`config.mk`:
```
export PLATFORM = sky130hd
export DESIGN_NAME = sdz_magnitude
export DESIGN_NICKNAME = d
export VERILOG_FILES = /design/src/hdl/sdz_pkg.sv /design/src/hdl/sdz_magnitude.sv
export SDC_FILE = /design/constraint.sdc
export NUM_CORES = 2
export LEC_CHECK = 0
export BUFFER_PORTS_ARGS = -buffer_cell sky130_fd_sc_hd__buf_4
export CORE_UTILIZATION = 37
export DETAILED_ROUTE_END_ITERATION = 7
export HOLD_SLACK_MARGIN = 0.1
export REMOVE_ABC_BUFFERS = 1
export SYNTH_ARGS = -nofsm -noshare
export SYNTH_HDL_FRONTEND = slang
export SYNTH_SLANG_ARGS = --single-unit
export TNS_END_PERCENT = 100
```
`constraint.sdc`:
```
create_clock -name clk -period 12.5 [get_ports clk]
set_input_delay 2.5 -clock clk [delete_from_list [all_inputs] [get_ports clk]]
set_output_delay 2.5 -clock clk [all_outputs]
set_load 0.005 [all_outputs]
```
`src/hdl/sdz_pkg.sv`:
```
// ----------------------------------------------------------------------------
// sdz_pkg
// Types, register codes and constant helpers for the stick shaper.
// ----------------------------------------------------------------------------
`default_nettype none

package sdz_pkg;

  localparam int unsigned CFG_IDX_W = 2;

  localparam logic [CFG_IDX_W-1:0] CFG_STICK_DZ = 2'd0;
  localparam logic [CFG_IDX_W-1:0] CFG_AXIS_DZ  = 2'd1;
  localparam logic [CFG_IDX_W-1:0] CFG_EXP      = 2'd2;

  localparam logic [15:0] RST_DZ  = 16'd13107;
  localparam logic [15:0] RST_EXP = 16'd4096;

  localparam logic [16:0] Q16_ONE = 17'h10000;
  localparam logic [30:0] Q30_ONE = 31'h4000_0000;

  typedef struct packed {
    logic signed [15:0] raw_x;
    logic signed [15:0] raw_y;
    logic               req_type;
  } sdz_in_t;

  typedef struct packed {
    logic signed [15:0] shaped_x;
    logic signed [15:0] shaped_y;
  } sdz_out_t;

  // Normalized sample pair, Q16 magnitudes plus signs
  typedef struct packed {
    logic        req;
    logic        nx;
    logic        ny;
    logic [16:0] mx;
    logic [16:0] my;
  } sdz_side_t;

  typedef struct packed {
    sdz_side_t   side;
    logic [16:0] mag;
    logic        zero;
  } sdz_item_t;

  // Bitwise integer square root, elaboration use only
  function automatic logic [63:0] sdz_isqrt64(input logic [63:0] v);
    logic [63:0] rem;
    logic [63:0] root;
    logic [63:0] b;
    logic [63:0] t;
    rem  = v;
    root = '0;
    for (int k = 0; k < 32; k++) begin
      b = 64'd1 << (62 - 2 * k);
      t = root + b;
      if (rem >= t) begin
        rem  = rem - t;
        root = (root >> 1) + b;
      end else begin
        root = root >> 1;
      end
    end
    return root;
  endfunction

  // Q30 value of 0.5^(2^-idx), each root the floor sqrt of the previous
  function automatic logic [30:0] sdz_root(input int idx);
    logic [63:0] r;
    r = 64'(Q30_ONE >> 1);
    for (int k = 1; k <= 16; k++) begin
      if (k <= idx) begin
        r = sdz_isqrt64(r << 30);
      end
    end
    return r[30:0];
  endfunction

endpackage

`default_nettype wire

```
`src/hdl/sdz_magnitude.sv`:
```
// ----------------------------------------------------------------------------
// sdz_magnitude
// Sample normalization to Q16 and pipelined radial magnitude (isqrt).
// ----------------------------------------------------------------------------
`default_nettype none

module sdz_magnitude (
  input  logic                clk,
  input  logic                rst_n,
  input  logic                en,
  input  logic                in_valid,
  input  sdz_pkg::sdz_in_t    in_item,
  output logic                out_valid,
  output sdz_pkg::sdz_side_t  out_side,
  output logic [16:0]         out_mag
);
  import sdz_pkg::*;

  localparam int unsigned SQ_STEPS = 17;
  localparam int unsigned NS       = 3 + SQ_STEPS;

  logic [NS-1:0] vld_r;
  sdz_side_t     side_r [NS];
  sdz_side_t     side_nxt;
  logic [33:0]   sqx_r;
  logic [33:0]   sqy_r;
  logic [34:0]   rem_r  [SQ_STEPS+1];
  logic [34:0]   root_r [SQ_STEPS+1];
  logic [34:0]   rem_nxt  [SQ_STEPS];
  logic [34:0]   root_nxt [SQ_STEPS];
  logic [34:0]   sq_t     [SQ_STEPS];
  logic [17:0]   norm_x;
  logic [17:0]   norm_y;

  // {neg, |v| in Q16}; positive side divides by 32767 exactly
  function automatic logic [17:0] norm_q16(input logic [15:0] v);
    logic [16:0] a;
    logic [16:0] tw;
    logic [16:0] t;
    logic [16:0] ex;
    a  = 17'({1'b0, ~v}) + 17'd1;
    tw = {v, 1'b0};
    t  = tw + 17'd16383;
    ex = (t >= 17'd65534) ? 17'd2 : ((t >= 17'd32767) ? 17'd1 : 17'd0);
    if (v[15]) begin
      return {1'b1, a[15:0], 1'b0};
    end
    return {1'b0, tw + ex};
  endfunction

  assign norm_x = norm_q16(in_item.raw_x);
  assign norm_y = norm_q16(in_item.raw_y);

  always_comb begin
    side_nxt.req = in_item.req_type;
    side_nxt.nx  = norm_x[17];
    side_nxt.ny  = norm_y[17];
    side_nxt.mx  = norm_x[16:0];
    side_nxt.my  = norm_y[16:0];
  end

  // one result bit per stage, trial bit 4^(16-k)
  always_comb begin
    for (int k = 0; k < SQ_STEPS; k++) begin
      sq_t[k] = root_r[k] + (35'd1 << (32 - 2 * k));
      if (rem_r[k] >= sq_t[k]) begin
        rem_nxt[k]  = rem_r[k] - sq_t[k];
        root_nxt[k] = (root_r[k] >> 1) + (35'd1 << (32 - 2 * k));
      end else begin
        rem_nxt[k]  = rem_r[k];
        root_nxt[k] = root_r[k] >> 1;
      end
    end
  end

  always_ff @(posedge clk) begin
    if (!rst_n) begin
      vld_r <= '0;
    end else if (en) begin
      vld_r <= {vld_r[NS-2:0], in_valid};
    end
  end

  always_ff @(posedge clk) begin
    if (en) begin
      side_r[0] <= side_nxt;
      for (int j = 1; j < NS; j++) begin
        side_r[j] <= side_r[j-1];
      end
      sqx_r     <= 34'(side_r[0].mx) * 34'(side_r[0].mx);
      sqy_r     <= 34'(side_r[0].my) * 34'(side_r[0].my);
      rem_r[0]  <= 35'(sqx_r) + 35'(sqy_r);
      root_r[0] <= '0;
      for (int k = 0; k < SQ_STEPS; k++) begin
        rem_r[k+1]  <= rem_nxt[k];
        root_r[k+1] <= root_nxt[k];
      end
    end
  end

  assign out_valid = vld_r[NS-1];
  assign out_side  = side_r[NS-1];
  assign out_mag   = root_r[SQ_STEPS][16:0];

endmodule

`default_nettype wire

```
* Word-level counts from Yosys, hierarchy flattened
Memories as Yosys holds them, arrays and structs flattened.
Cells that the tools add are included.
** Word-level totals
- RAM bits :: 2000
- Word-level logic and storage cells :: 135
- Memories :: 3
- Flip-flop bits (word level) :: 88
- Output and inout port bits :: 55
- Bits of input ports :: 37
** Operators by class
- $add $sub $neg :: 58
- Magnitude comparators :: 21
- Muxes and demuxes :: 46
- Bitwise operators :: 2
- Multipliers :: 2
** Memories
- side_r :: depth 20, width 37, rd ports 20, clocked after memory_dff 0, write ports 20, RTL line sdz_magnitude.sv:23 : sdz_side_t side_r [NS];
- rem_r :: depth 18, width 35, rd ports 17, clocked after memory_dff 0, write ports 18, RTL line sdz_magnitude.sv:27 : logic [34:0] rem_r [SQ_STEPS+1];
- root_r :: depth 18, width 35, rd ports 18, clocked after memory_dff 0, write ports 18, RTL line sdz_magnitude.sv:28 : logic [34:0] root_r [SQ_STEPS+1];
** Operators by type and width (count)
- $mux W35 :: 34
- $ge A35 B35 Y1 :: 17
- $sub A35 B35 Y35 :: 17
- $mux W18 :: 4
- $mul A17 B17 Y34 :: 2
- $add A34 B1 Y35 const B :: 1
- $add A34 B11 Y35 const B :: 1
- $add A34 B13 Y35 const B :: 1
- $add A34 B15 Y35 const B :: 1
- $add A34 B17 Y35 const B :: 1
- $add A34 B19 Y35 const B :: 1
- $add A34 B21 Y35 const B :: 1
- $add A34 B23 Y35 const B :: 1
- $add A34 B25 Y35 const B :: 1
- $add A34 B27 Y35 const B :: 1
- $add A34 B29 Y35 const B :: 1
- $add A34 B3 Y35 const B :: 1
- $add A34 B31 Y35 const B :: 1
- $add A34 B33 Y35 const B :: 1
- $add A34 B34 Y35 :: 1
- $add A34 B5 Y35 const B :: 1
- $add A34 B7 Y35 const B :: 1
- $add A34 B9 Y35 const B :: 1
- $add A35 B1 Y35 const B :: 1
- other kinds (24) :: 36

* Logic depth before layout (Yosys ltp)
- Word-level depth :: 6
- Mapped depth :: 25

* Worst setup path before layout
Ideal clock, no wire load.
- Kind :: reg2reg
- From :: mem side_r[0][5] (netlist bit)
- To :: reg sqy_r[32], data pin
- Cell stages (with the launch flop) :: 24
- Path slack :: 6.021 ns
- Data arrival time :: 6.216 ns
- Buffers on the path :: 1
- Cells stage by stage :: edfxtp_1 -> clkbuf_1 -> nand2_1 -> fa_1 -> inv_1 -> fa_1 -> inv_1 -> fa_1 -> inv_1 -> fa_1 -> fa_1 -> inv_1 -> fa_1 -> inv_1 -> ha_1 -> and4_1 -> and4_1 -> a31o_2 -> nor2_1 -> a31oi_1 -> or2_2 -> a32o_1 -> a311oi_1 -> xnor2_1
** RTL lines
- from (decl) :: RTL line sdz_magnitude.sv:23
- to (signal assigned) :: RTL line sdz_magnitude.sv:91 : sqy_r <= 34'(side_r[0].my) * 34'(side_r[0].my);
- to (decl) :: RTL line sdz_magnitude.sv:26 : logic [33:0] sqy_r;

==> impl_metrics.ini <==
[outcome]
status = finished clean

[synth]
ys_ff_latch = 1572
synth_area_sq_um = 78800
yosysWarnings = 0
synth_edf_count = 1552
post_synth.cell_area_avg_sq_um = 13.6
synthArstFlopShare_pct = 0
yosysSeqAreaShare_pct = 59.7
synth_ff_type = edfxtp_1
synth_cell_types = 86
syn_inst = 5803

[setup_path]
path_class = reg -> reg
slowest_delay_ns = 0.83
arrival_ns = 7.71
critical_path.startpoint_type = flip-flop
cp_max_fo = 17
cp_num_buf_inv = 5
cp-end-kind = flip-flop
crit_top_cell = fa_1
cp.required_ns = 13.05
crit_path_cell_trace = inv_1, nor2_1, fa_1, inv_1, fa_1, fa_1, inv_1, fa_1, fa_1, inv_1, fa_1, inv_1, ha_1, and4_1, and4_1, a31o_2, nor2_1, a31oi_1, or2_2, a32o_1, a311oi_1, xnor2_1
slowest_stage = edfxtp_1
cp_top_family = adder cells

[clocking]
cts_tree = done
post_cts_resized = 0
cts-root-buf = clkbuf_16
cts.clk_slew.worst_paths_ns = 0.07
cts_sinks = 1572
cts_setup_buffers = 0
htreeDepth = 4
clk_latency_ns = 0.80
postCtsHoldBufs = 0
ctsLongestPathBuffers = 3
cts_buffers = 169

[route]
drt_wl_total_um = 136000
drt_iter0_drc = 2287
vias = 42500
routed_via_density = 4.75
drc = 0
wl_per_cell_um = 15.2
drtPass1Iterations = 5
antenna_left = 0

[run]
max_cap_violations = 0

[timing]
fin_setup_tns_ns = 0
finalSetupViolations = 0
finClkSkew_ns = 0.0480
rsz0062_at_grt = no
finalCritPeriodShare_pct = 57.3
worstMarginPinSlew_ns = 1.13
fmax_mhz = 140
layout_min_cycle_time_ns = 7.17
max-slew-margin-rel_pct = 24.0
drv_slew = 0
hold_viol = 0

[global_routing]
grt_pass1_vias = 44800
grt_use_total_pct = 12.7
grt_pass1_wl_um = 223000
grt_max_degree = 178
antenna_found_initial = 2
overflow = 0

[floorplan]
coreArea_sq_um = 212000
initial_core_util_pct = 37.2
die_y_um = 463
die_x_um = 463
io_pins = 92
core.rowCount = 169
die_area_sq_um = 215000

[min_path]
hp-class = reg -> reg

[placed_design]
io_buffers = 91
gp_congestion = 0.842
dp_hpwl_um = 96700

[final_layout]
nets = 6831
syn2layout_area_growth_pct = 12.0
final_cell_mix = edfxtp_1 (1,552), inv_1 (814), ha_1 (430)
drive_gt1_share_pct = 6.84
final_common_cell = edfxtp_1
## cell families (layout without fill, tap and decap cells)
| kind of cell | after synthesis | in the layout | synth area share [%] |
|---|---|---|---|
| adders and majority gates | 815 | 815 | 16.6 |
| muxes | 48 | 48 | 0.637 |
| AOI/OAI and AO/OA | 766 | 766 | 6.18 |
| DFF | 1572 | 1572 | 59.7 |
| buffers and inverters | 931 | 1242 | 4.46 |
| other | 0 | 2 | 0 |
| xor gates and xnor gates | 365 | 365 | 4.06 |
| and+or+nand+nor | 1306 | 1306 | 8.40 |
## final timing paths
kind	from	slack, ns	end	cells after the start
worst min-delay path	side_r[6][1]$_DFFE_PP_	0.39	side_r[7][1]$_DFFE_PP_	0
worst max-delay path	side_r[0][3]$_DFFE_PP_	5.33	sqy_r[32]$_DFFE_PP_	22
worst max register to register	side_r[0][3]$_DFFE_PP_	5.33	sqy_r[32]$_DFFE_PP_	22
worst min register to register	side_r[6][1]$_DFFE_PP_	0.39	side_r[7][1]$_DFFE_PP_	0
## registers in the layout, summed over array words and instances, names as in the netlist
| name | cells |
|---|---|
| side_r | 738 |
| vld_r | 20 |
| sqy_r | 33 |
| root_r | 153 |
| rem_r | 595 |
| sqx_r | 33 |
## area by class of cell
type | instances | area (sq um)
well taps | 2821 | 3530
flip-flops and latches | 1572 | 47000
clock buffers | 204 | 4360
fillers | 19400 | 124000
diodes | 2 | 5.00
inverters | 816 | 3060
multi-input cells | 3300 | 28300
clock inverters | 102 | 1060
repair buffers | 120 | 958
## metrics by stage
stage | area (sq um) | utilization (%) | setup slack, ns | hold slack [ns] | instances
after global placement | 82800 | 39.1 | 5.42 | 0.400 | 8629
after CTS | 88300 | 41.7 | 5.27 | 0.384 | 8935
after global routing | 88300 | 41.7 | 4.88 | 0.396 | 8937
final | 88300 | 41.7 | 5.33 | 0.389 | 8937
after floorplan | 78300 | - | 6.15 | 0.400 | 5688
after detailed placement | 82800 | 39.1 | 5.29 | 0.405 | 8629
## metal layers
| metal | global-route usage, % | share of wire (%) | wire length [um] |
|---|---|---|---|
| met4 | 5.36 | 3.9 | 5290 |
| met1 | 14.2 | 40 | 54600 |
| met2 | 23.4 | 53 | 71500 |
| met5 | 0 | 0.0096 | 13 |
| met3 | 2.25 | 3.2 | 4370 |
## cell usage after synthesis (57+ instances only)
library cell,number,share of area [%]
edfxtp_1,1552,59
inv_1,814,3.9
ha_1,430,6.8
nand2_1,427,2.0
fa_1,385,9.8
nor2_1,214,1.0
xnor2_1,207,2.3
o21ai_0,205,1.3
a21oi_1,185,1.2
xor2_1,158,1.8
a21o_1,114,1.1
and2_1,114,0.91
clkbuf_1,100,0.48
nor3_1,94,0.60
nor4_1,88,0.70
nor2b_1,60,0.48
o21a_1,58,0.55
nand3_1,57,0.36
Power is left out: the tool's default activity adds up to more than one toggle a clock period on the data nets, which glitch-free logic cannot reach.
