## src/hdl/sdz_pkg.sv

```systemverilog
// ----------------------------------------------------------------------------
// sdz_pkg
// Types, register codes and constant helpers for the stick shaper.
// ----------------------------------------------------------------------------
`default_nettype none

package sdz_pkg;

  localparam int unsigned CFG_IDX_W = 2;

  localparam logic [CFG_IDX_W-1:0] CFG_STICK_DZ = 2'd0;
  localparam logic [CFG_IDX_W-1:0] CFG_AXIS_DZ  = 2'd1;
  localparam logic [CFG_IDX_W-1:0] CFG_EXP      = 2'd2;

  localparam logic [15:0] RST_DZ  = 16'd13107;
  localparam logic [15:0] RST_EXP = 16'd4096;

  localparam logic [16:0] Q16_ONE = 17'h10000;
  localparam logic [30:0] Q30_ONE = 31'h4000_0000;

  typedef struct packed {
    logic signed [15:0] raw_x;
    logic signed [15:0] raw_y;
    logic               req_type;
  } sdz_in_t;

  typedef struct packed {
    logic signed [15:0] shaped_x;
    logic signed [15:0] shaped_y;
  } sdz_out_t;

  // Normalized sample pair, Q16 magnitudes plus signs
  typedef struct packed {
    logic        req;
    logic        nx;
    logic        ny;
    logic [16:0] mx;
    logic [16:0] my;
  } sdz_side_t;

  typedef struct packed {
    sdz_side_t   side;
    logic [16:0] mag;
    logic        zero;
  } sdz_item_t;

  // Bitwise integer square root, elaboration use only
  function automatic logic [63:0] sdz_isqrt64(input logic [63:0] v);
    logic [63:0] rem;
    logic [63:0] root;
    logic [63:0] b;
    logic [63:0] t;
    rem  = v;
    root = '0;
    for (int k = 0; k < 32; k++) begin
      b = 64'd1 << (62 - 2 * k);
      t = root + b;
      if (rem >= t) begin
        rem  = rem - t;
        root = (root >> 1) + b;
      end else begin
        root = root >> 1;
      end
    end
    return root;
  endfunction

  // Q30 value of 0.5^(2^-idx), each root the floor sqrt of the previous
  function automatic logic [30:0] sdz_root(input int idx);
    logic [63:0] r;
    r = 64'(Q30_ONE >> 1);
    for (int k = 1; k <= 16; k++) begin
      if (k <= idx) begin
        r = sdz_isqrt64(r << 30);
      end
    end
    return r[30:0];
  endfunction

endpackage

`default_nettype wire

```

## src/hdl/sdz_rescale.sv

```systemverilog
// ----------------------------------------------------------------------------
// sdz_rescale
// Deadzone test, clamp and pipelined rescale divide past the deadzone.
// ----------------------------------------------------------------------------
`default_nettype none

module sdz_rescale (
  input  logic                clk,
  input  logic                rst_n,
  input  logic                en,
  input  logic                in_valid,
  input  sdz_pkg::sdz_side_t  in_side,
  input  logic [16:0]         in_mag,
  input  logic [15:0]         stick_dz,
  input  logic [15:0]         axis_dz,
  output logic                out_valid,
  output sdz_pkg::sdz_item_t  out_item,
  output logic [16:0]         out_n
);
  import sdz_pkg::*;

  localparam int unsigned DIV_STEPS = 16;
  localparam int unsigned NS        = 1 + DIV_STEPS;

  logic [NS-1:0] vld_r;
  sdz_item_t     it_r   [NS];
  logic [16:0]   rem_r  [NS];
  logic [15:0]   q_r    [NS];
  logic [16:0]   dv_r   [NS];
  logic          full_r [NS];
  logic [16:0]   rem_nxt [DIV_STEPS];
  logic [15:0]   q_nxt   [DIV_STEPS];
  logic [17:0]   rx      [DIV_STEPS];

  logic [16:0]   m_sel;
  logic [16:0]   d_sel;
  logic [16:0]   m_clip;
  logic [16:0]   num;
  logic [16:0]   dv;
  sdz_item_t     it_nxt;

  always_comb begin
    m_sel  = in_side.req ? in_side.mx : in_mag;
    d_sel  = 17'(in_side.req ? axis_dz : stick_dz);
    m_clip = (m_sel > Q16_ONE) ? Q16_ONE : m_sel;
    num    = m_clip - d_sel;
    dv     = Q16_ONE - d_sel;
    it_nxt.side = in_side;
    it_nxt.mag  = in_mag;
    it_nxt.zero = (m_sel <= d_sel) || (m_sel == '0);
  end

  // restoring divide, num < dv unless full scale or inside the deadzone
  always_comb begin
    for (int k = 0; k < DIV_STEPS; k++) begin
      rx[k] = {rem_r[k], 1'b0};
      if (rx[k] >= {1'b0, dv_r[k]}) begin
        rem_nxt[k] = 17'(rx[k] - {1'b0, dv_r[k]});
        q_nxt[k]   = {q_r[k][14:0], 1'b1};
      end else begin
        rem_nxt[k] = rx[k][16:0];
        q_nxt[k]   = {q_r[k][14:0], 1'b0};
      end
    end
  end

  always_ff @(posedge clk) begin
    if (!rst_n) begin
      vld_r <= '0;
    end else if (en) begin
      vld_r <= {vld_r[NS-2:0], in_valid};
    end
  end

  always_ff @(posedge clk) begin
    if (en) begin
      it_r[0]   <= it_nxt;
      rem_r[0]  <= num;
      q_r[0]    <= '0;
      dv_r[0]   <= dv;
      full_r[0] <= (num == dv);
      for (int k = 0; k < DIV_STEPS; k++) begin
        it_r[k+1]   <= it_r[k];
        rem_r[k+1]  <= rem_nxt[k];
        q_r[k+1]    <= q_nxt[k];
        dv_r[k+1]   <= dv_r[k];
        full_r[k+1] <= full_r[k];
      end
    end
  end

  assign out_valid = vld_r[NS-1];
  assign out_item  = it_r[NS-1];
  assign out_n     = full_r[NS-1] ? Q16_ONE : {1'b0, q_r[NS-1]};

endmodule

`default_nettype wire

```

## config.mk

```make
export PLATFORM = sky130hd
export DESIGN_NAME = sdz_rescale
export DESIGN_NICKNAME = d
export VERILOG_FILES = /design/src/hdl/sdz_pkg.sv /design/src/hdl/sdz_rescale.sv
export SDC_FILE = /design/constraint.sdc
export NUM_CORES = 2
export LEC_CHECK = 0
export BUFFER_PORTS_ARGS = -buffer_cell sky130_fd_sc_hd__buf_2
export CAP_MARGIN = 20
export CORE_ASPECT_RATIO = 0.75
export CORE_MARGIN = 2
export CORE_UTILIZATION = 50
export CTS_CLUSTER_DIAMETER = 120
export DETAILED_ROUTE_END_ITERATION = 12
export GPL_TIMING_DRIVEN = 0
export PLACE_DENSITY = 0.74
export SYNTH_ARGS = -nofsm -noshare
export SYNTH_HDL_FRONTEND = slang
export SYNTH_SLANG_ARGS = --single-unit
```

## constraint.sdc

```tcl
create_clock -name clk -period 12.1 [get_ports clk]
set_input_delay 1.21 -clock clk [delete_from_list [all_inputs] [get_ports clk]]
set_output_delay 1.21 -clock clk [all_outputs]
set_load 0.01 [all_outputs]
```

# Yosys cells after proc, flatten, opt, wreduce, memory -nomap -nowiden
# Memory sizes are Yosys's and may differ from the RTL's.
# Cells that the tools add are included.
[classes] add_sub_neg=18 n_lt_le_gt_ge=18 eq_ne=1 muxes=38 n_reduce_logical=2
[op_table] op="$mux W17" n=19
[op_table] op="$ge A18 B17 Y1" n=16
[op_table] op="$sub A17 B17 Y17" n=16
[op_table] op="$mux W1" n=18
[op_table] op="$eq A17 B17 Y1" n=1
[op_table] op="$gt A17 B17 Y1 const B" n=1
[op_table] op="$le A17 B16 Y1" n=1
[op_table] op="$logic_not A17 Y1" n=1
[op_table] op="$sub A17 B16 Y17" n=1
[op_table] op="$sub A17 B16 Y17 const A" n=1
[op_table] op="$mux W16" n=1
[op_table] op="$logic_or A1 B1 Y1" n=1
[totals] ff_bits=17 ram_bits=1802 output_inout_bits=73 n_memories=5
[memory_table] name="it_r" depth=17 width=55 read_ports=17 rd_ports_with_merged_regs=0 write_ports=17 line_no="sdz_rescale.sv:26" source="sdz_item_t it_r [NS];"
[memory_table] name="dv_r" depth=17 width=17 read_ports=16 rd_ports_with_merged_regs=0 write_ports=17 line_no="sdz_rescale.sv:29" source="logic [16:0] dv_r [NS];"
[memory_table] name="rem_r" depth=17 width=17 read_ports=16 rd_ports_with_merged_regs=0 write_ports=17 line_no="sdz_rescale.sv:27" source="logic [16:0] rem_r [NS];"
[memory_table] name="q_r" depth=17 width=16 read_ports=17 rd_ports_with_merged_regs=0 write_ports=17 line_no="sdz_rescale.sv:28" source="logic [15:0] q_r [NS];"
[memory_table] name="full_r" depth=17 width=1 read_ports=17 rd_ports_with_merged_regs=0 write_ports=17 line_no="sdz_rescale.sv:30" source="logic full_r [NS];"

# Depth between registers and ports, before layout
[logic_depth] depth_word=5 ltp_mapped=22 depth_no_buf=17

# Worst setup path after synthesis
# No wires, ideal clock.
[synth_path] path_kind="in2reg" from="input port in_side[36] in the netlist's numbering" to="memory full_r[0][0] (data pin)" t_arrival_ps=5800 t_required_ps=11930 slack_ps=6130 cell_stages=22 path_cell_list="buf_6 buf_12 buf_4 buf_1 clkbuf_1 mux2i_1 nand4_1 nor4_1 inv_1 a21o_1 ha_1 inv_1 fa_1 a211oi_1 o21ai_1 nand2_1 xnor2_1 xor2_1 nand4bb_1 or4_1 a2111o_1 nor4_2"
[synth_rtl] item="start, declared" line_no="sdz_rescale.sv:12" source="input sdz_pkg::sdz_side_t in_side,"
[synth_rtl] item="end, declared" line_no="sdz_rescale.sv:30"

==> flow_summary.toml <==
[run_status]
status = "completed"

[clock_network]
ctsHoldBuffers = 0
insertion_delay_ns = 0.79
root_buffer = "clkbuf_16"
clk_path_buf_depth = 3
post_cts_resized = 0
clk_pin_slew_worst_paths_ns = 0.06
cts_made_buffers = 155
htree_levels = 4
numClockSinks = 1649
post-cts-setup-buffers = 0
cts_tree = "built"

[worst_setup_path]
crit_chain = "buf_2, buf_6, buf_12, buf_4, buf_1, clkbuf_1, mux2i_1, nand4_1, nor4_1, inv_1, a21o_1, ha_1, inv_1, fa_1, a211oi_1, o21ai_1, nand2_1, xnor2_1, xor2_1, nand4bb_1, or4_1, a2111o_1, nor4_2"
crit_path_end_kind = "flip-flop"
crit_arrival_ns = 8.42
slowest_stage = "clkbuf_1"
path_max_fanout = 10
cp.required_ns = 12.60
crit_type = "in -> reg"
r2r_cells = 11
reg2reg_to = "rem_r[0][81]$_DFFE_PP_"
rrSetupSlack_ns = 7.68
critPathMaxStageDelay_ns = 0.92
worst_path_most_repeated_cell = "inv_1"
r2r-start = "dv_r[0][51]$_DFFE_PP_"
worst_setup_path_start_kind = "input pin"

[timing]
drv_slew = 0
fin_skew_ns = 0.0390
rsz0062_at_grt = "false"
worst_slew_pin_slew_ns = 1.16
max_freq_mhz = 126
maxSlewHeadroom_pct = 22.9
setup_tns_ns = 0
hold_viol_final = 0
fin_crit_ns = 7.91
finalCritPeriodShare_pct = 65.4
setup_slack_ns = 4.19
setup_viol = 0

[cells_and_area]
nFillCells = 9949
nNetsFinal = 4936
layout_commonest_cell = "edfxtp_1"
fin_util_pct = 56.8
mostFrequentLayoutCells = "edfxtp_1 (1632), inv_1 (375), ha_1 (305), a21oi_1 (194), nand2_1 (174)"
drive_gt1_share_pct = 12.5
areaGrowthSynthToFinish_pct = 12.8

[placed_design]
hpwl_um = 70100
gp_congestion = 0.905
post-place-ws_ns = 3.79
numPortBuffers = 162

[drt]
drt-initial-drc-count = 2471
drcViolationCount = 0
via_per_inst = 5.20
route.vias.total = 33400
wl_per_cell_um = 16.9
wl_um = 108000
drt_pre_antenna_iters = 6
ant_nets = 0

[logic_synthesis]
synth_top_area_cell = "edfxtp_1"
synth_cell_types = 76
syn_inst = 4195
ys_ff_latch = 1649
syn_area_per_cell_um2 = 16.0
yosys_most_used_dff = "edfxtp_1"
ys_top_cells_by_area = "edfxtp_1 (73%), ha_1 (5.7%), mux2_2 (2.4%), inv_1 (2.1%), xnor2_1 (1.9%)"
synth_area_um2 = 67200
synth_top_area_share_pct = 73.0
synth-edff-count = 1632
async_flop_share_pct = 0
ys_seq_area_share_pct = 73.5
synth_warnings = 0
syn_nets = 4606

[min_path]
whs_path_depth = 0
hold_start = "it_r[2][51]$_DFFE_PP_"
hold_path_class = "reg -> reg"
min_to = "it_r[2][106]$_DFFE_PP_"

[power_and_ir_drop]
powerDensity_nw_per_um2 = 233
peakVddDrop_v = 0.000149
switchingPower_mw = 5.16
p_int_mw = 12.5
power_leakage_nw = 28.7
sw_frac_of_total_pct = 29.2
clkPwrFrac_pct = 28.0
pwr-share-seq_pct = 44.2
power.share.combinational_pct = 27.8

[flow_run]
max_cap_viol_count = 0

[floorplanning]
die_area_um2 = 137000
io_pins = 163
die_h_um = 321
die-width_um = 427
initial_core_util_pct = 50.4
num_rows = 116
core_area_um2 = 133000

[grt]
grt_pass1_vias = 33000
grt.overflow.total = 0
grt_usage_pct = 15.9
antenna_found_initial = 0
grt_pass1_wl_um = 173000
grt_max_degree = 196
-- per-layer routing --
layer	up-vias	GRT usage (%)	wire length (µm)	part of all wire, %
li1	16400	-	-	-
met4	0	5.86	2770	2.6
met3	197	3.25	5650	5.2
met1	16100	22.4	50800	47
met2	736	24.4	48900	45
met5	-	0	0	0
-- flip-flops by register name, indices dropped and copies added, names as in the netlist --
register / count
rem_r: 272
vld_r: 17
dv_r: 272
full_r: 17
it_r: 935
q_r: 136
-- synthesized netlist by cell type (all sizes together) (5+ instances only) --
cell,n
edfxtp,1632
inv,375
ha,305
a21oi,195
nand2,174
o21ai,158
nor2,151
mux2,146
xnor2,146
xor2,95
a21o,90
nor2b,82
nor3,62
mux2i,61
nand2b,40
nand4,40
nand3,38
clkbuf,31
a31oi,30
o21a,25
or2,24
and2,21
a21boi,19
o21bai,19
dfxtp,17
nor4,17
a211oi,16
fa,16
o31ai,15
buf,13
or3,13
o41ai,12
o211ai,11
and3,10
nor4b,8
or4,8
a211o,6
o22ai,6
o311ai,6
o31a,5
o32ai,5
-- area by class of cell --
class | count | area (µm²) | share of cell area (%)
flip-flops and latches | 1649 | 49300 | 65.1
repair buffers | 173 | 1110 | 1.46
plain buffers | 44 | 199 | 0.263
well taps | 1770 | 2210 | 2.92
multi-input cells | 2127 | 16200 | 21.4
diodes | 1 | 2.50 | 0.00330
inverters | 375 | 1410 | 1.86
clock buffers | 188 | 4040 | 5.34
clock inverters | 89 | 1220 | 1.61
-- metrics by stage --
stage	power, mW	instances	cell area (µm²)	hold WS (ns)
2_1_floorplan	11.5	4195	67200	0.400
3_3_place_gp	12.9	6127	70200	0.400
3_5_place_dp	12.7	6137	70500	0.405
4_1_cts	17.8	6414	75800	0.385
5_1_grt	18.7	6415	75800	0.379
6_report	17.7	6416	75800	0.381
-- power by group through the flow --
stage | Sequential [mW] | Combinational, mW | Clock, mW
final | 7.82 | 4.91 | 4.95
after global routing | 7.90 | 5.47 | 5.32
after CTS | 7.82 | 4.87 | 5.11
after detailed placement | 7.93 | 4.81 | 0
after global placement | 8.18 | 4.67 | 0
after floorplan | 7.78 | 3.73 | 0
-- how the worst max path moves through the flow --
stage	to	slack, ns	from
after detailed placement	full_r[0][0]$_DFFE_PP_	3.79	in_side[36]
after global placement	vld_r[8]$_SDFFE_PN0P_	-15.46	en
after global routing	full_r[0][0]$_DFFE_PP_	3.94	in_side[36]
after floorplan	full_r[0][0]$_DFFE_PP_	6.13	in_side[36]
final	full_r[0][0]$_DFFE_PP_	4.19	in_side[36]
after CTS	full_r[0][0]$_DFFE_PP_	4.52	in_side[36]
-- critical path, delay by kind of cell --
kind,cells,cell delay (ns)
buf+inv,8,2.37
simple gates,6,2.30
compound gates,4,0.93
mux,1,0.78
fa+ha+maj,2,0.42
xor+xnor,2,0.38
-- logic make-up (layout without fill, tap and decap cells) --
logic type                 Yosys count  count (layout)  share of synthesized area, %
AOI/OAI and AO/OA                  650             650                          6.06
and+or+nand+nor                    705             705                          5.31
adders and majority gates          321             321                          6.16
other                                0               1                             0
DFF                               1649            1649                          73.5
buffers and inverters              419             869                          2.39
xor gates and xnor gates           244             244                          3.25
muxes                              207             207                          3.37
(Power assumes the default switching activity.)
