<file path="src/hdl/sdz_pkg.sv">
// ----------------------------------------------------------------------------
// sdz_pkg
// Types, register codes and constant helpers for the stick shaper.
// ----------------------------------------------------------------------------
`default_nettype none

package sdz_pkg;

  localparam int unsigned CFG_IDX_W = 2;

  localparam logic [CFG_IDX_W-1:0] CFG_STICK_DZ = 2'd0;
  localparam logic [CFG_IDX_W-1:0] CFG_AXIS_DZ  = 2'd1;
  localparam logic [CFG_IDX_W-1:0] CFG_EXP      = 2'd2;

  localparam logic [15:0] RST_DZ  = 16'd13107;
  localparam logic [15:0] RST_EXP = 16'd4096;

  localparam logic [16:0] Q16_ONE = 17'h10000;
  localparam logic [30:0] Q30_ONE = 31'h4000_0000;

  typedef struct packed {
    logic signed [15:0] raw_x;
    logic signed [15:0] raw_y;
    logic               req_type;
  } sdz_in_t;

  typedef struct packed {
    logic signed [15:0] shaped_x;
    logic signed [15:0] shaped_y;
  } sdz_out_t;

  // Normalized sample pair, Q16 magnitudes plus signs
  typedef struct packed {
    logic        req;
    logic        nx;
    logic        ny;
    logic [16:0] mx;
    logic [16:0] my;
  } sdz_side_t;

  typedef struct packed {
    sdz_side_t   side;
    logic [16:0] mag;
    logic        zero;
  } sdz_item_t;

  // Bitwise integer square root, elaboration use only
  function automatic logic [63:0] sdz_isqrt64(input logic [63:0] v);
    logic [63:0] rem;
    logic [63:0] root;
    logic [63:0] b;
    logic [63:0] t;
    rem  = v;
    root = '0;
    for (int k = 0; k < 32; k++) begin
      b = 64'd1 << (62 - 2 * k);
      t = root + b;
      if (rem >= t) begin
        rem  = rem - t;
        root = (root >> 1) + b;
      end else begin
        root = root >> 1;
      end
    end
    return root;
  endfunction

  // Q30 value of 0.5^(2^-idx), each root the floor sqrt of the previous
  function automatic logic [30:0] sdz_root(input int idx);
    logic [63:0] r;
    r = 64'(Q30_ONE >> 1);
    for (int k = 1; k <= 16; k++) begin
      if (k <= idx) begin
        r = sdz_isqrt64(r << 30);
      end
    end
    return r[30:0];
  endfunction

endpackage

`default_nettype wire

</file>
<file path="src/hdl/sdz_project.sv">
// ----------------------------------------------------------------------------
// sdz_project
// Applies the shaped magnitude along the direction; output register.
// ----------------------------------------------------------------------------
`default_nettype none

module sdz_project (
  input  logic                clk,
  input  logic                rst_n,
  input  logic                en,
  input  logic                in_valid,
  input  sdz_pkg::sdz_item_t  in_item,
  input  logic [16:0]         in_s,
  output logic                out_valid,
  output sdz_pkg::sdz_out_t   out_item
);
  import sdz_pkg::*;

  localparam int unsigned DIV_STEPS = 16;
  localparam int unsigned NS        = 2 + DIV_STEPS + 1;

  logic [NS-1:0] vld_r;
  sdz_item_t     it_r [NS-1];
  logic [33:0]   ax_r;
  logic [33:0]   ay_r;
  logic [16:0]   s0_r;

  logic [17:0]   remx_r [DIV_STEPS+1];
  logic [17:0]   remy_r [DIV_STEPS+1];
  logic [15:0]   lox_r  [DIV_STEPS+1];
  logic [15:0]   loy_r  [DIV_STEPS+1];
  logic [15:0]   qx_r   [DIV_STEPS+1];
  logic [15:0]   qy_r   [DIV_STEPS+1];
  logic [15:0]   axo_r  [DIV_STEPS+1];
  logic [17:0]   remx_nxt [DIV_STEPS];
  logic [17:0]   remy_nxt [DIV_STEPS];
  logic [15:0]   qx_nxt   [DIV_STEPS];
  logic [15:0]   qy_nxt   [DIV_STEPS];

  sdz_out_t      out_r;
  sdz_out_t      out_nxt;

  logic [49:0]   bx_full;
  logic [49:0]   by_full;
  logic [32:0]   axis_t;
  logic [15:0]   ox;
  logic [15:0]   oy;

  // x*s*32767 + mag*32768, then the low 16 bits of the divisor mag*65536
  always_comb begin
    bx_full = 50'({ax_r, 15'd0} - 49'(ax_r)) + 50'({it_r[0].mag, 15'd0});
    by_full = 50'({ay_r, 15'd0} - 49'(ay_r)) + 50'({it_r[0].mag, 15'd0});
    axis_t  = 33'({s0_r, 15'd0}) - 33'(s0_r) + 33'd32768;
  end

  for (genvar g = 0; g < DIV_STEPS; g++) begin : g_div
    logic [17:0] tx;
    logic [17:0] ty;
    logic [17:0] dm;
    assign dm = 18'(it_r[g+1].mag);
    assign tx = {remx_r[g][16:0], lox_r[g][DIV_STEPS-1-g]};
    assign ty = {remy_r[g][16:0], loy_r[g][DIV_STEPS-1-g]};
    assign remx_nxt[g] = (tx >= dm) ? (tx - dm) : tx;
    assign remy_nxt[g] = (ty >= dm) ? (ty - dm) : ty;
    assign qx_nxt[g]   = {qx_r[g][14:0], tx >= dm};
    assign qy_nxt[g]   = {qy_r[g][14:0], ty >= dm};
  end

  always_comb begin
    ox = (qx_r[DIV_STEPS] > 16'd32767) ? 16'd32767 : qx_r[DIV_STEPS];
    oy = (qy_r[DIV_STEPS] > 16'd32767) ? 16'd32767 : qy_r[DIV_STEPS];
    out_nxt = '0;
    if (!it_r[NS-2].zero) begin
      if (it_r[NS-2].side.req) begin
        out_nxt.shaped_x = it_r[NS-2].side.nx ? 16'(16'd0 - axo_r[DIV_STEPS])
                                              : axo_r[DIV_STEPS];
      end else begin
        out_nxt.shaped_x = it_r[NS-2].side.nx ? 16'(16'd0 - ox) : ox;
        out_nxt.shaped_y = it_r[NS-2].side.ny ? 16'(16'd0 - oy) : oy;
      end
    end
  end

  always_ff @(posedge clk) begin
    if (!rst_n) begin
      vld_r <= '0;
    end else if (en) begin
      vld_r <= {vld_r[NS-2:0], in_valid};
    end
  end

  always_ff @(posedge clk) begin
    if (en) begin
      it_r[0] <= in_item;
      for (int j = 1; j < NS - 1; j++) begin
        it_r[j] <= it_r[j-1];
      end
      ax_r <= 34'(in_item.side.mx) * 34'(in_s);
      ay_r <= 34'(in_item.side.my) * 34'(in_s);
      s0_r <= in_s;

      remx_r[0] <= bx_full[49:32];
      remy_r[0] <= by_full[49:32];
      lox_r[0]  <= bx_full[31:16];
      loy_r[0]  <= by_full[31:16];
      qx_r[0]   <= '0;
      qy_r[0]   <= '0;
      axo_r[0]  <= axis_t[31:16];
      for (int k = 0; k < DIV_STEPS; k++) begin
        remx_r[k+1] <= remx_nxt[k];
        remy_r[k+1] <= remy_nxt[k];
        lox_r[k+1]  <= lox_r[k];
        loy_r[k+1]  <= loy_r[k];
        qx_r[k+1]   <= qx_nxt[k];
        qy_r[k+1]   <= qy_nxt[k];
        axo_r[k+1]  <= axo_r[k];
      end
      out_r <= out_nxt;
    end
  end

  assign out_valid = vld_r[NS-1];
  assign out_item  = out_r;

endmodule

`default_nettype wire

</file>
<file path="config.mk">
export PLATFORM = sky130hd
export DESIGN_NAME = sdz_project
export DESIGN_NICKNAME = d
export VERILOG_FILES = /design/src/hdl/sdz_pkg.sv /design/src/hdl/sdz_project.sv
export SDC_FILE = /design/constraint.sdc
export NUM_CORES = 2
export LEC_CHECK = 0
export BUFFER_PORTS_ARGS = -buffer_cell sky130_fd_sc_hd__buf_4
export CAP_MARGIN = 40
export CORE_MARGIN = 3
export CORE_UTILIZATION = 60
export DETAILED_ROUTE_END_ITERATION = 6
export GPL_TIMING_DRIVEN = 0
export PLACE_DENSITY = 0.76
export SETUP_SLACK_MARGIN = 0.1
export SYNTH_ARGS = -nofsm -noshare
export SYNTH_HDL_FRONTEND = slang
export SYNTH_SLANG_ARGS = --single-unit
</file>
<file path="constraint.sdc">
create_clock -name clk -period 7.91 [get_ports clk]
set_clock_uncertainty 0.15 [all_clocks]
set_input_delay 1.582 -clock clk [delete_from_list [all_inputs] [get_ports clk]]
set_output_delay 1.582 -clock clk [all_outputs]
set_load 0.1 [all_outputs]
</file>
# --- Word level (Yosys, flattened, before mapping) ---
# Memories as Yosys holds them, arrays and structs flattened.
# Cells that the tools add are included.
word_totals:
  reg_bits: 136
  ram_bits: 2962
  inputBits: 76
  out_inout_bits: 33
  wordCells: 132
  mem_count: 8
op_classes:
  addsub: 41
  mul: 2
  order_cmp: 34
  n_mux: 40
  n_reduce_logical: 1
mem_list:
  columns: ["name", "depth", "word_bits", "read_ports", "rd_ports_with_merged_regs", "wr", "line", "source"]
  rows:
  - ["it_r", 18, 55, 18, 0, 18, "sdz_project.sv:23", "sdz_item_t it_r [NS-1];"]
  - ["remx_r", 17, 18, 16, 0, 17, "sdz_project.sv:28", "logic [17:0] remx_r [DIV_STEPS+1];"]
  - ["remy_r", 17, 18, 16, 0, 17, "sdz_project.sv:29", "logic [17:0] remy_r [DIV_STEPS+1];"]
  - ["axo_r", 17, 16, 17, 0, 17, "sdz_project.sv:34", "logic [15:0] axo_r [DIV_STEPS+1];"]
  - ["lox_r", 17, 16, 16, 0, 17, "sdz_project.sv:30", "logic [15:0] lox_r [DIV_STEPS+1];"]
  - ["loy_r", 17, 16, 16, 0, 17, "sdz_project.sv:31", "logic [15:0] loy_r [DIV_STEPS+1];"]
  - ["+2 memories", null, null, null, null, null, null, null]
ops:
  columns: ["cell", "n"]
  rows:
  - ["$ge 18x17->1", 32]
  - ["$mux 18", 32]
  - ["$sub 18x17->18", 32]
  - ["$add 50x32->50", 2]
  - ["$sub 49x34->50", 2]
  - ["$mux 16", 6]
  - ["$mul 17x17->34", 2]
  - ["$sub 1x16->16 const A", 3]
  - ["$add 32x16->32 const B", 1]
  - ["$gt 16x15->1 const B", 2]
  - ["$sub 32x17->32", 1]
  - ["$mux 1", 2]
  - ["$reduce_or 2->1", 1]

# --- Longest topological paths before layout ---
# An unclocked memory read counts as a cell.
depth:
  ltp_word: 6
  depth_mapped: 25
  depth_no_buf: 24

# --- Least setup slack after synthesis ---
# Ideal clock, no wire load.
synth_timing:
  path_type: "in2reg"
  startpoint: "input in_item[49] in the netlist's numbering"
  endpoint: "register ax_r[31] (data pin)"
  arrival_time_ns: 7.045
  required_time_ns: 7.502
  path_slack_ns: 0.458
  stages: 22
  cell_sequence: "clkbuf_1 -> clkbuf_1 -> nand2_1 -> fa_1 -> fa_1 -> fa_1 -> inv_1 -> fa_1 -> fa_1 -> inv_1 -> fa_1 -> inv_1 -> ha_1 -> a21oi_1 -> nand3_1 -> a21oi_1 -> o31ai_1 -> a221oi_1 -> a21oi_1 -> a31o_2 -> a21oi_1 -> xnor2_1"
synth_between:
  elab_chain_len: 1
synth_lines:
  columns: ["item", "line", "source"]
  rows:
  - ["start: declaration", "sdz_project.sv:12", "input sdz_pkg::sdz_item_t in_item,"]
  - ["$mul 17x17->34", "sdz_project.sv:98", "ax_r <= 34'(in_item.side.mx) * 34'(in_s);"]
  - ["end signal: assignment", "sdz_project.sv:98", null]
  - ["end: declaration", "sdz_project.sv:24", "logic [33:0] ax_r;"]
# No other way between the ends.
# A chain may end at the register's enable or synchronous reset.

# --- Worst setup path after layout ---
layout_timing:
  startpoint: "input in_s[11]"
  endpoint: "register ax_r[31] (data pin)"
layout_between:
  elab_chain_len: 1
layout_lines:
  columns: ["item", "line", "source"]
  rows:
  - ["start: declaration", "sdz_project.sv:13", "input logic [16:0] in_s,"]
  - ["$mul 17x17->34", "sdz_project.sv:98", null]
# No other way between the ends.

==> results.py <==
metrics = {
    "outcome": {
        "status": "completed",
    },
    "clock_tree": {
        "cts_setup_buffers": 0,
        "clock_path_buffers": 3,
        "cts_buffers": 187,
        "postCtsHoldBufs": 0,
        "tritoncts": "built",
        "clock-root-buffer": "clkbuf_16",
        "htreeDepth": 4,
        "path_clk_slew_ns": 0.06,
        "ctsResizeCount": 0,
        "clkSinkCount": 1857,
        "insertion_delay_ns": 0.84,
    },
    "floorplanning": {
        "die_w_um": 436,
        "placeableCoreArea_sq_mm": 0.183,
        "rows": 157,
        "die_height_um": 436,
        "num_io_pins": 109,
        "initial_utilization": 0.605,
        "die-area_sq_mm": 0.190,
    },
    "sta": {
        "timing.fmax_mhz": 131,
        "hold_ws_ns": 0.227,
        "final_hold_viol_count": 0,
        "slew_headroom": 0.202,
        "setup_tns_ns": 0,
        "finalMaxSlewViolations": 0,
        "setup_viol": 0,
        "min_period_over_period": 0.963,
        "finalCriticalPeriod_ns": 7.62,
        "rsz0062_at_grt": "false",
        "tightest_slew_ns": 1.20,
    },
    "synth": {
        "synth_ff_type": "edfxtp_1",
        "ys_seq_elements": 1857,
        "synthArstFlopShare": 0,
        "yosysUniqueCellTypes": 90,
        "syn-cell-area_sq_mm": 0.111,
        "ys_seq_area_frac": 0.501,
        "syn-num-nets": 10543,
        "yosysWarningCount": 0,
        "postSynthCellCount": 9095,
        "postSynthAreaPerCell_sq_um": 12.2,
        "synth_edf_count": 1838,
    },
    "power_and_ir_drop": {
        "p_clk_frac": 0.166,
        "p_switching_mw": 21.9,
        "p_leak_nw": 51.1,
        "p_sw_frac": 0.395,
        "seqPwrFrac": 0.302,
        "finalPower_mw": 55.4,
        "p_int_mw": 33.5,
        "peakVddDrop_v": 0.000713,
        "power_density_mw_per_mm2": 455,
        "combPwrFrac": 0.532,
    },
    "placement": {
        "io_buffers": 106,
        "gp_congestion": 0.957,
        "place_area_sq_mm": 0.115,
        "place_hpwl_mm": 191,
    },
    "setup_path": {
        "required_ns": 8.31,
        "cp_num_cells": 20,
        "crit_arrival_ns": 8.01,
        "critPathMaxStageDelay_ns": 0.72,
        "worstPathMaxFanout": 10,
        "endpoint_kind": "flip-flop",
        "slowest_stage": "clkdlybuf4s15_1",
        "critPathMostFrequentCell": "fa_1",
        "path_buf_inv": 3,
        "cpLargestDelayFamily": "adder cells",
        "reg2reg_depth": 13,
        "crit_type": "input pin to flip-flop",
        "timing.rr.start": "it_r[8][1]$_DFFE_PP_",
        "cp-startpoint": "in_s[11]",
        "cp-start-kind": "input pin",
        "crit_path_cell_trace": "buf_4 > clkdlybuf4s15_1 > nand2_1 > fa_1 > inv_1 > fa_1 > fa_1 > fa_1 > fa_1 > fa_1 > ha_1 > a21o_1 > a21o_1 > a21oi_1 > o31ai_1 > a221oi_1 > a21oi_1 > a31o_2 > a21oi_1 > xnor2_1",
    },
    "global_route": {
        "grt_pass1_vias": 71357,
        "antenna_found_initial": 8,
        "grt_start_max_net_pins": 203,
        "track_usage": 0.265,
        "overflow": 0,
        "grt_pass1_wl_mm": 393,
    },
    "route": {
        "dr.pass1.iters": 6,
        "vias": 69003,
        "wirelength_mm": 251,
        "drtIter0Drc": 5155,
        "ant_nets": 0,
        "drc": 0,
        "post_drt_via_cell_ratio": 5.74,
        "wl_per_cell_um": 20.9,
    },
    "final_layout": {
        "drive_gt1_frac": 0.0971,
        "final_net_count": 10846,
        "final_area_sq_mm": 0.122,
        "syn2layout_area_growth_pct": 9.68,
    },
    "flow_run": {
        "drv_cap": 0,
    },
    "hold_path": {
        "whs_path_depth": 0,
        "holdCritPathClass": "flip-flop to flip-flop",
        "hold_start": "lox_r[0][36]$_DFFE_PP_",
    },
}
-- flip-flops by register name (all words and copies together), names as in the netlist --
register and flops:
loy_r 136, qx_r 136, ax_r 34, out_item 32, lox_r 136, vld_r 19
remx_r 272, remy_r 272, ay_r 34, s0_r 17, it_r 361, qy_r 136
axo_r 272
-- path summary, 6_finish.rpt --
kind,to,slack [ns]
min,lox_r[0][52]$_DFFE_PP_,0.23
max,ax_r[31]$_DFFE_PP_,0.29
max reg2reg,remx_r[0][160]$_DFFE_PP_,3.34
min reg2reg,lox_r[0][52]$_DFFE_PP_,0.23
-- cell usage after synthesis, types with 21 or more instances --
master    number  area [sq um]
mux2_2       389          4380
edfxtp_1    1838         55200
xor2_1       175          1530
o41ai_1       26           228
o211ai_1      32           240
inv_1       1250          4690
a221oi_1      22           193
a21boi_0      48           360
or3_1         48           300
clkbuf_1     128           480
nor2b_1      132           826
nand3_1       90           450
and2_1       269          1680
o21a_1        38           285
xnor2_1      355          3110
a31oi_1       32           200
and3_1        35           219
nor3_1       130           651
nor2_1       381          1430
a21o_1       203          1520
o21bai_1      53           398
buf_2         24           120
nand4_1       85           532
a211o_1       21           184
nand2_1      706          2650
o31ai_1       28           210
a21oi_1      417          2090
nand2b_1      58           363
or2_2         21           131
mux2i_1       80           801
o21ai_0      241          1210
ha_1         860         10800
a211oi_1      53           398
fa_1         512         10200
nor4_1        22           138
o21ai_1       32           160
-- per-stage QoR --
step	std cells	utilization	setup WS [ns]
after floorplan	9095	-	0.458
after global placement	11665	0.626	-11.75
after detailed placement	11678	0.628	-0.652
after CTS	12023	0.663	0.165
after global routing	12018	0.664	0.101
final	12022	0.664	0.291
-- logic make-up after synthesis --
kind of cell | Yosys count | share of synthesized area
AO/OA/AOI/OAI | 1412 | 0.0838
XOR/XNOR | 530 | 0.0418
adder cells (fa/ha/maj) | 1372 | 0.189
buffers and inverters | 1422 | 0.0489
flip-flops | 1857 | 0.501
multiplexers | 472 | 0.0471
AND/OR/NAND/NOR | 2030 | 0.0885
-- power groups by stage --
stage | combinational [mW] | clock [mW] | sequential [mW]
2_1_floorplan | 21.8 | 0 | 16.1
3_3_place_gp | 28.2 | 0 | 17.1
3_5_place_dp | 29.0 | 0 | 16.9
4_1_cts | 29.4 | 9.42 | 16.7
5_1_grt | 32.7 | 9.79 | 16.9
6_report | 29.5 | 9.20 | 16.7
-- layout by cell type, fill, tap and decap left out, types with 85 or more instances in the layout --
cell type / synthesis / layout
nand4_1: 85 / 85
a21o_1: 203 / 203
xor2_1: 175 / 175
edfxtp_1: 1838 / 1838
clkbuf_16: 0 / 188
clkbuf_1: 128 / 123
a21oi_1: 417 / 416
ha_1: 860 / 860
nor2_1: 381 / 381
and2_1: 269 / 269
nand3_1: 90 / 90
nor3_1: 130 / 130
buf_4: 11 / 116
fa_1: 512 / 512
nor2b_1: 132 / 132
nand2_1: 706 / 706
inv_1: 1250 / 1250
o21ai_0: 241 / 241
xnor2_1: 355 / 355
mux2_2: 389 / 389
-- layer usage --
layer / GRT usage / up-vias / part of all wire
li1: - / 32624 / -
met1: 0.339 / 33837 / 0.41
met2: 0.458 / 2003 / 0.50
met3: 0.0426 / 533 / 0.057
met4: 0.0959 / 6 / 0.037
met5: 0 / - / 0.00016
-- cell type report --
| class | instances | area (sq um) |
|---|---|---|
| inverter | 1251 | 4700 |
| multi-input combinational | 5816 | 50000 |
| fill | 13411 | 61700 |
| timing repair buffer | 119 | 1110 |
| buffer | 166 | 757 |
| clock buffer | 221 | 4880 |
| clock inverter | 124 | 1640 |
| sequential | 1857 | 55600 |
| tap | 2464 | 3080 |
| antenna | 4 | 10.0 |
Power figures use the tool's default switching activity.
